==> src/design/bbo_pkg.sv <==
// Shared types, constants and helpers for the bitmap bit-operations engine.
// Used by bbo_store and bitmap_bit_ops_engine; no dependencies.

package bbo_pkg;

   localparam int WORD_BITS = 64;
   localparam int WORDS     = 64;
   localparam int BIT_W     = $clog2(WORD_BITS);
   localparam int ADDR_W    = $clog2(WORDS);
   localparam int INDEX_W   = 12;
   localparam int OPCODE_W  = 4;
   localparam int STATUS_W  = 2;
   localparam int CNT_W     = 7;

   localparam logic [OPCODE_W-1:0] OP_SET         = 4'd0;
   localparam logic [OPCODE_W-1:0] OP_CLEAR       = 4'd1;
   localparam logic [OPCODE_W-1:0] OP_TOGGLE      = 4'd2;
   localparam logic [OPCODE_W-1:0] OP_TEST_SET    = 4'd3;
   localparam logic [OPCODE_W-1:0] OP_TEST_CLEAR  = 4'd4;
   localparam logic [OPCODE_W-1:0] OP_TEST_TOGGLE = 4'd5;
   localparam logic [OPCODE_W-1:0] OP_GET         = 4'd6;
   localparam logic [OPCODE_W-1:0] OP_FIND_SET    = 4'd7;
   localparam logic [OPCODE_W-1:0] OP_FIND_ZERO   = 4'd8;
   localparam logic [OPCODE_W-1:0] OP_CLEAR_ALL   = 4'd9;

   localparam logic [STATUS_W-1:0] STATUS_OK        = 2'd0;
   localparam logic [STATUS_W-1:0] STATUS_RANGE     = 2'd1;
   localparam logic [STATUS_W-1:0] STATUS_NOT_FOUND = 2'd2;

   localparam logic [CNT_W-1:0] WORDS_RESET = 7'd64;

   typedef struct packed {
      logic                 rd_en;
      logic [ADDR_W-1:0]    rd_addr;
      logic                 wr_en;
      logic [ADDR_W-1:0]    wr_addr;
      logic [WORD_BITS-1:0] wr_data;
      logic                 clr_en;
      logic [CNT_W-1:0]     clr_words;
   } mem_req_type;

   // Position of the lowest set bit; isolate it, then encode the one-hot.
   function automatic logic [BIT_W-1:0] lowest_set(input logic [WORD_BITS-1:0] x);
      logic [WORD_BITS-1:0] lsb;
      logic [BIT_W-1:0]     enc;
      lsb = x & (~x + WORD_BITS'(1));
      enc = '0;
      for (int i = 0; i < WORD_BITS; i++) begin
         if (lsb[i]) begin
            enc = enc | BIT_W'(i);
         end
      end
      return enc;
   endfunction

endpackage

==> src/design/bbo_store.sv <==
// Bitmap word store: synchronous memory with one read and one write port and
// registered read, plus per-word valid bits so that reset and clear-all need no
// clearing pass. Depends on bbo_pkg.

module bbo_store (
   input  logic                          clock,
   input  logic                          reset,
   input  bbo_pkg::mem_req_type          mem_req,
   output logic [bbo_pkg::WORD_BITS-1:0] rd_word
);
   import bbo_pkg::*;

   logic [WORD_BITS-1:0] mem [WORDS];
   logic [WORDS-1:0]     valid_ff;
   logic [WORD_BITS-1:0] rd_data_ff;
   logic                 rd_vld_ff;

   always_ff @(posedge clock) begin
      if (mem_req.wr_en) begin
         mem[mem_req.wr_addr] <= mem_req.wr_data;
      end
      if (mem_req.rd_en) begin
         rd_data_ff <= mem[mem_req.rd_addr];
      end
   end

   // An invalid word reads as zero.
   always_ff @(posedge clock) begin
      if (reset) begin
         valid_ff  <= '0;
         rd_vld_ff <= 1'b0;
      end else begin
         if (mem_req.rd_en) begin
            rd_vld_ff <= valid_ff[mem_req.rd_addr];
         end
         if (mem_req.wr_en) begin
            valid_ff[mem_req.wr_addr] <= 1'b1;
         end
         if (mem_req.clr_en) begin
            for (int w = 0; w < WORDS; w++) begin
               if (CNT_W'(w) < mem_req.clr_words) begin
                  valid_ff[w] <= 1'b0;
               end
            end
         end
      end
   end

   assign rd_word = rd_vld_ff ? rd_data_ff : '0;

endmodule

==> config.mk <==
export PLATFORM = sky130hd
export DESIGN_NAME = bbo_store
export DESIGN_NICKNAME = d
export VERILOG_FILES = /design/src/design/bbo_pkg.sv /design/src/design/bbo_store.sv
export SDC_FILE = /design/constraint.sdc
export NUM_CORES = 2
export LEC_CHECK = 0
export BUFFER_PORTS_ARGS = -buffer_cell sky130_fd_sc_hd__buf_4
export CAP_MARGIN = 40
export CELL_PAD_IN_SITES_DETAIL_PLACEMENT = 0
export CELL_PAD_IN_SITES_GLOBAL_PLACEMENT = 1
export CORE_MARGIN = 3
export CORE_UTILIZATION = 31
export CTS_CLUSTER_SIZE = 30
export DETAILED_ROUTE_END_ITERATION = 8
export GPL_ROUTABILITY_DRIVEN = 0
export HOLD_SLACK_MARGIN = 0.03
export PLACE_DENSITY = 0.51
export SYNTH_ARGS = -nofsm -noshare
export SYNTH_HDL_FRONTEND = slang
export SYNTH_SLANG_ARGS = --single-unit
==> constraint.sdc <==
create_clock -name clock -period 4.9 [get_ports clock]
set_input_delay 0.49 -clock clock [delete_from_list [all_inputs] [get_ports clock]]
set_output_delay 0.49 -clock clock [all_outputs]
set_load 0.05 [all_outputs]
# Yosys cells after proc, flatten, opt, wreduce, memory -nomap -nowiden

Memories as Yosys holds them, arrays and structs flattened. A register that Yosys moved wholly into a read port is not among the register bits.
Index checks and enable logic that the tools add are counted.

Div/mod/pow operators: 0
Muxes and demuxes: 73
$add $sub $neg: 0
Reduce and logical (&&, ||, !) cells: 1
Order comparisons: 67
Equal/unequal tests: 0
Bitwise operators: 1
$mul: 0
Shifts and indexed selects: 0

Operators by type and width:

| operator                                                                            | count |
|---|---|
| 6-bit by 7-bit less-than comparator with 1-bit output, first input constant         | 32 |
| 64-bit 2-to-1 mux                                                                   | 3 |
| 5-bit by 7-bit less-than comparator with 1-bit output, first input constant         | 16 |
| 1-bit 2-to-1 mux                                                                    | 68 |
| 64-bit OR                                                                           | 1 |
| 4-bit by 7-bit less-than comparator with 1-bit output, first input constant         | 8 |
| 3-bit by 7-bit less-than comparator with 1-bit output, first input constant         | 4 |
| 1-bit by 7-bit less-than comparator with 1-bit output, first input constant         | 2 |
| 2-bit by 7-bit less-than comparator with 1-bit output, first input constant         | 2 |
| 6-bit by 7-bit less-than comparator with 1-bit output, second input constant        | 2 |
| 1-bit binary-select mux with 6-bit select                                           | 1 |
| 1-bit demux with 6-bit select                                                       | 1 |
| 6-bit by 1-bit greater-or-equal comparator with 1-bit output, second input constant | 1 |
| 1-bit logical AND                                                                   | 1 |

Memory bits (read-only): 0
Output and inout port bits: 64
Bits of input ports: 88
Memories kept: 1
Memory bits (writable): 4096
Logic and storage cells: 145
Register bits after elaboration: 65
Bits in latches: 0

Memory list:

| name | words | width | read ports | clocked after Yosys merged registers in | write ports | RTL line        | RTL |
|---|---|---|---|---|---|---|---|
| mem  | 64    | 64    | 1          | 1                                       | 1           | bbo_store.sv:13 | `logic [WORD_BITS-1:0] mem [WORDS];` |

# Longest topological paths before layout

Depth after elaboration: 8
Gate-level depth with buffers: 10
Depth with buffers taken out: 5

# Least setup slack after synthesis

Ideal clock, no wire load.

Kind: input port to flip-flop
From: in mem_req[77] (netlist name)
To: mem mem[37][0] (enable)
Setup time: 0.488 ns
Stages on the path: 4
Buffers on the path: 2
Setup slack: 0.370 ns
Arrival: 4.042 ns
Required time: 4.412 ns
Cell sequence: clkbuf_1 > or3b_2 > clkbuf_1 > nor2_1

RTL lines:

| element     | RTL line        | RTL |
|---|---|---|
| from (decl) | bbo_store.sv:8  | `input bbo_pkg::mem_req_type mem_req,` |
| to (decl)   | bbo_store.sv:13 |  |

Straight into the memory's write port.

# Worst setup path in the final report

From: reg rd_vld_ff
To: out rd_word[11] (netlist name)

Word-level cells in the longest chain between the ends: 1

Ends and longest elaborated chain:

| element                | RTL line        | RTL |
|---|---|---|
| from (decl)            | bbo_store.sv:16 | `logic rd_vld_ff;` |
| from (signal assigned) | bbo_store.sv:34 | `rd_vld_ff <= valid_ff[mem_req.rd_addr];` |
| 64-bit 2-to-1 mux      | bbo_store.sv:49 | `assign rd_word = rd_vld_ff ? rd_data_ff : '0;` |
| to (decl)              | bbo_store.sv:9  | `output logic [bbo_pkg::WORD_BITS-1:0] rd_word` |

No other way between the ends.

==> flow_metrics.py <==
metrics = {
    "run_status": {
        "outcome": "finished, final reports clean",
    },
    "critical_path": {
        "reg2reg_depth": 4,
        "r2r_setup_slack_ps": 2590,
        "crit_buf_inv": 3,
        "timing.critical_path.to_type": "output pin",
        "critical_path_cell_by_cell": "buf_16 -> buf_4 -> and2_1 -> buf_4",
        "path_max_fanout": 29,
        "timing.critical_path.mode_cell": "sky130_fd_sc_hd__buf_4",
        "timing.setup.critical_path_class": "reg -> out",
        "worst_setup_path_start_kind": "register",
        "critPathSlowestCell": "sky130_fd_sc_hd__dfxtp_4",
        "worst_ep_required_time_ps": 4410,
        "max_stage_delay_ps": 510,
        "worst_r2r_endpoint": "rd_data_ff[18]$_DFFE_PP_",
        "regToRegStartpoint": "mem[39][18]$_DFFE_PP_",
        "crit_arrival_ps": 2720,
        "timing.critical_path.max_delay_family": "buffers and inverters",
    },
    "clock_tree": {
        "max-clock-path-buffers": 4,
        "cts_made_buffers": 447,
        "tritoncts_clock_tree": "done",
        "cts-root-buf": "sky130_fd_sc_hd__clkbuf_16",
        "htree_depth": 5,
        "clkSlewWorstSetupHoldPaths_ps": 60,
        "clock-sinks": 4225,
        "post_cts_hold_buffer_count": 78,
        "clock_latency_ps": 1000,
        "post_cts.resized_instances": 0,
        "cts_setup_buffers": 0,
    },
    "routing": {
        "m1WireLength_um": 219000,
        "drcViolationCount": 0,
        "met3WireLength_um": 31800,
        "first_pass_iters": 6,
        "avgRoutedWirePerCell_um": 35.4,
        "postRouteWirelength_um": 510000,
        "dr.max_layer_used": "met5",
        "antenna_violating_nets_post_route": 0,
        "dr.first_iter.drc_count": 8972,
        "met2_wire_length_um": 247000,
        "via_per_inst": 5.37,
        "via_count": 77400,
    },
    "sta": {
        "skew_ps": 72.3,
        "rsz_0062_raised_after_global_routing": "no",
        "count_of_endpoints_failing_hold_in_the_final_timing_report": 0,
        "number_of_pins_exceeding_their_max_slew_limit_in_the_final_report": 0,
        "max_slew.worst_pin.slew_ps": 926,
        "period_share_pct": 65.4,
        "fmax_mhz": 312,
        "worst_slew_margin_rel_pct": 37.8,
        "fin_crit_ps": 3210,
        "setup_viol_count_final": 0,
        "setup_total_negative_slack_ps": 0,
    },
    "cells_and_area": {
        "finish.cell_count_without_fillers": 14400,
        "areaGrowthSynthToFinish_pct": 17.7,
        "multi_input_combinational_cell_area_um2": 32900,
        "fillerInstances": 46600,
        "layout.nets": 7226,
        "register_area_um2": 126000,
        "final_layout_size_suffix_gt1_share_pct": 33.2,
    },
    "placement": {
        "dpl.cell_count": 13500,
        "place.port_buffers": 151,
        "dp_hpwl_um": 264000,
    },
    "global_routing": {
        "globalRouteTotalUtil_pct": 19.0,
        "initial_antenna_violation_count": 48,
        "grt_first_pass_wirelength_um": 693000,
        "grt_overflow_total": 0,
        "grt_pass1_vias": 78800,
        "pin_count_of_the_biggest_net_entering_global_routing": 89,
    },
    "synthesis": {
        "post-synth-top-area-cell": "sky130_fd_sc_hd__edfxtp_1",
        "yosys.area_share.xor_xnor_pct": 0,
        "yosys.area_share.simple_pct": 1.06,
        "synth_enable_flop_cells": 4160,
        "synth.area.top_cells": "sky130_fd_sc_hd__edfxtp_1, sky130_fd_sc_hd__mux4_2, sky130_fd_sc_hd__dfxtp_1",
        "postSynthRegisterBits": 4225,
        "yosys_most_used_dff": "sky130_fd_sc_hd__edfxtp_1",
        "yosys_warnings": 0,
        "yosys.area_share.adder_pct": 0,
        "fraction_of_synthesized_area_in_multiplexers_pct": 18.2,
        "yosysTopAreaCellShare_pct": 78.0,
        "post_synthesis_net_count": 6538,
        "postSynthCellCount": 6450,
        "synth_compound_area_share_pct": 0.949,
        "post_synth_instance_area_um2": 160000,
        "synth.avg_cell_area_um2": 24.8,
        "seq_area_frac_synth_pct": 78.8,
        "async_reset_ff_share_pct": 0,
        "dominant_combinational_cell_family_by_area_after_synthesis": "multiplexers",
        "synth.distinct_cells": 41,
    },
    "floorplanning": {
        "floorplan.initialDensity_pct": 31.2,
        "io_pins": 152,
        "standard_cell_core_area_um2": 514000,
        "rows": 263,
        "design.die.area_um2": 525000,
        "die_w_um": 725,
        "die_height_um": 725,
    },
    "hold_path": {
        "min_delay_path_depth": 1,
        "hold_path_end": "mem[61][61]$_DFFE_PP_",
        "worst_hold_startpoint": "mem_req[69]",
        "hp-class": "in -> reg",
    },
    "job": {
        "max_cap_violations": 0,
    },
    "power_and_ir_drop": {
        "p_leak_nw": 57.9,
        "worst_ir_drop_vdd_mv": 0.340,
        "fin_total_pwr_mw": 76.9,
        "cellPowerDensity_nw_per_um2": 408,
    },
}
==> how the worst max path moves through the flow <==
stage                                      start                       end  slack, ps  depth (start not counted)
after floorplan                      mem_req[77]      mem[37][0]$_DFFE_PP_        370                          4
after global placement               mem_req[79]  rd_data_ff[18]$_DFFE_PP_       1160                          7
after detailed placement             mem_req[79]  rd_data_ff[18]$_DFFE_PP_       1120                          7
after CTS                 rd_vld_ff$_SDFFE_PP0P_               rd_word[25]       1540                          4
after global routing      rd_vld_ff$_SDFFE_PP0P_               rd_word[11]       1600                          4
final                     rd_vld_ff$_SDFFE_PP0P_               rd_word[11]       1690                          4
==> synthesized netlist by cell type, types with 16 or more instances <==
library cell / count
sky130_fd_sc_hd__edfxtp_1: 4160
sky130_fd_sc_hd__mux4_2: 1290
sky130_fd_sc_hd__clkbuf_1: 181
sky130_fd_sc_hd__nor2_1: 133
sky130_fd_sc_hd__a22oi_1: 130
sky130_fd_sc_hd__buf_2: 96
sky130_fd_sc_hd__nand2_1: 79
sky130_fd_sc_hd__and2_1: 65
sky130_fd_sc_hd__dfxtp_1: 65
sky130_fd_sc_hd__buf_1: 42
sky130_fd_sc_hd__a21oi_1: 35
sky130_fd_sc_hd__nor3_1: 35
sky130_fd_sc_hd__nor2b_1: 16
==> state kept, by name, summed over array words and instances (netlist names) <==
name,cells
mem,4096
valid_ff,64
rd_data_ff,64
rd_vld_ff,1
==> area by class of cell <==
type | instances | share of cell area [%]
flip-flops and latches | 4225 | 67.0
clock buffers | 536 | 6.18
inverters | 3 | 0.00597
multi-input cells | 1875 | 17.4
repair buffers | 586 | 3.50
diodes | 15 | 0.0199
clock inverters | 282 | 1.32
well taps | 6890 | 4.57
==> worst register-to-register path: cells and delay by family, from the launching register on <==
kind | cells | cell delay, ps
AOI/OAI and AO/OA | 1 | 580
DFF | 1 | 370
muxes | 2 | 970
and+or+nand+nor | 1 | 110
==> placed cells by master, fill, tap and decap left out, types with 8 or more instances in the layout <==
| master | netlist | routed |
|---|---|---|
| sky130_fd_sc_hd__diode_2 | 0 | 15 |
| sky130_fd_sc_hd__clkbuf_1 | 181 | 83 |
| sky130_fd_sc_hd__bufinv_16 | 0 | 38 |
| sky130_fd_sc_hd__mux4_2 | 1290 | 1290 |
| sky130_fd_sc_hd__dfxtp_1 | 65 | 64 |
| sky130_fd_sc_hd__a21oi_1 | 35 | 35 |
| sky130_fd_sc_hd__nor2b_1 | 16 | 14 |
| sky130_fd_sc_hd__nor3_1 | 35 | 34 |
| sky130_fd_sc_hd__a22oi_1 | 130 | 130 |
| sky130_fd_sc_hd__nor2_4 | 0 | 65 |
| sky130_fd_sc_hd__nand2_1 | 79 | 79 |
| sky130_fd_sc_hd__nand3_1 | 12 | 12 |
| sky130_fd_sc_hd__buf_4 | 14 | 354 |
| sky130_fd_sc_hd__clkbuf_16 | 0 | 453 |
| sky130_fd_sc_hd__dlygate4sd3_1 | 0 | 78 |
| sky130_fd_sc_hd__nand2b_1 | 11 | 11 |
| sky130_fd_sc_hd__clkinv_1 | 0 | 119 |
| sky130_fd_sc_hd__nor2_1 | 133 | 68 |
| sky130_fd_sc_hd__o22ai_1 | 14 | 14 |
| sky130_fd_sc_hd__clkinv_2 | 0 | 93 |
| sky130_fd_sc_hd__buf_8 | 0 | 12 |
| sky130_fd_sc_hd__buf_12 | 0 | 112 |
| sky130_fd_sc_hd__and2_1 | 65 | 64 |
| sky130_fd_sc_hd__buf_16 | 0 | 25 |
| sky130_fd_sc_hd__edfxtp_1 | 4160 | 4160 |
| sky130_fd_sc_hd__inv_6 | 0 | 8 |
| sky130_fd_sc_hd__clkinvlp_4 | 0 | 9 |
==> per-layer routing <==
metal	vias to the layer above	track usage (%)
li1	29600	-
met1	44200	26.9
met2	2911	31.2
met3	694	2.74
met4	16	4.24
met5	-	0
==> cells by family (layout without fill, tap and decap cells) <==
family / after synthesis / after routing
other cells: 0 / 15
mux: 1297 / 1297
compound gates: 215 / 215
buf+inv: 350 / 1407
simple gates: 363 / 363
flops: 4225 / 4225
==> power by group <==
group,internal (mW),total [mW],switching [mW]
clock network,18.9,33.1,14.2
registers,40.0,40.1,0.128
logic,1.51,3.67,2.16
==> stage by stage <==
stage / hold WS (ps) / utilization [%] / area [um^2] / setup WS [ps]
2_1_floorplan: 435 / - / 160000 / 370
5_1_grt: 102 / 36.7 / 188000 / 1600
4_1_cts: 39.6 / 36.7 / 188000 / 1540
6_report: 122 / 36.7 / 188000 / 1690
3_3_place_gp: 449 / 33.6 / 173000 / 1160
3_5_place_dp: 467 / 33.8 / 174000 / 1120
Note: power is estimated with default switching activity, not from simulation.
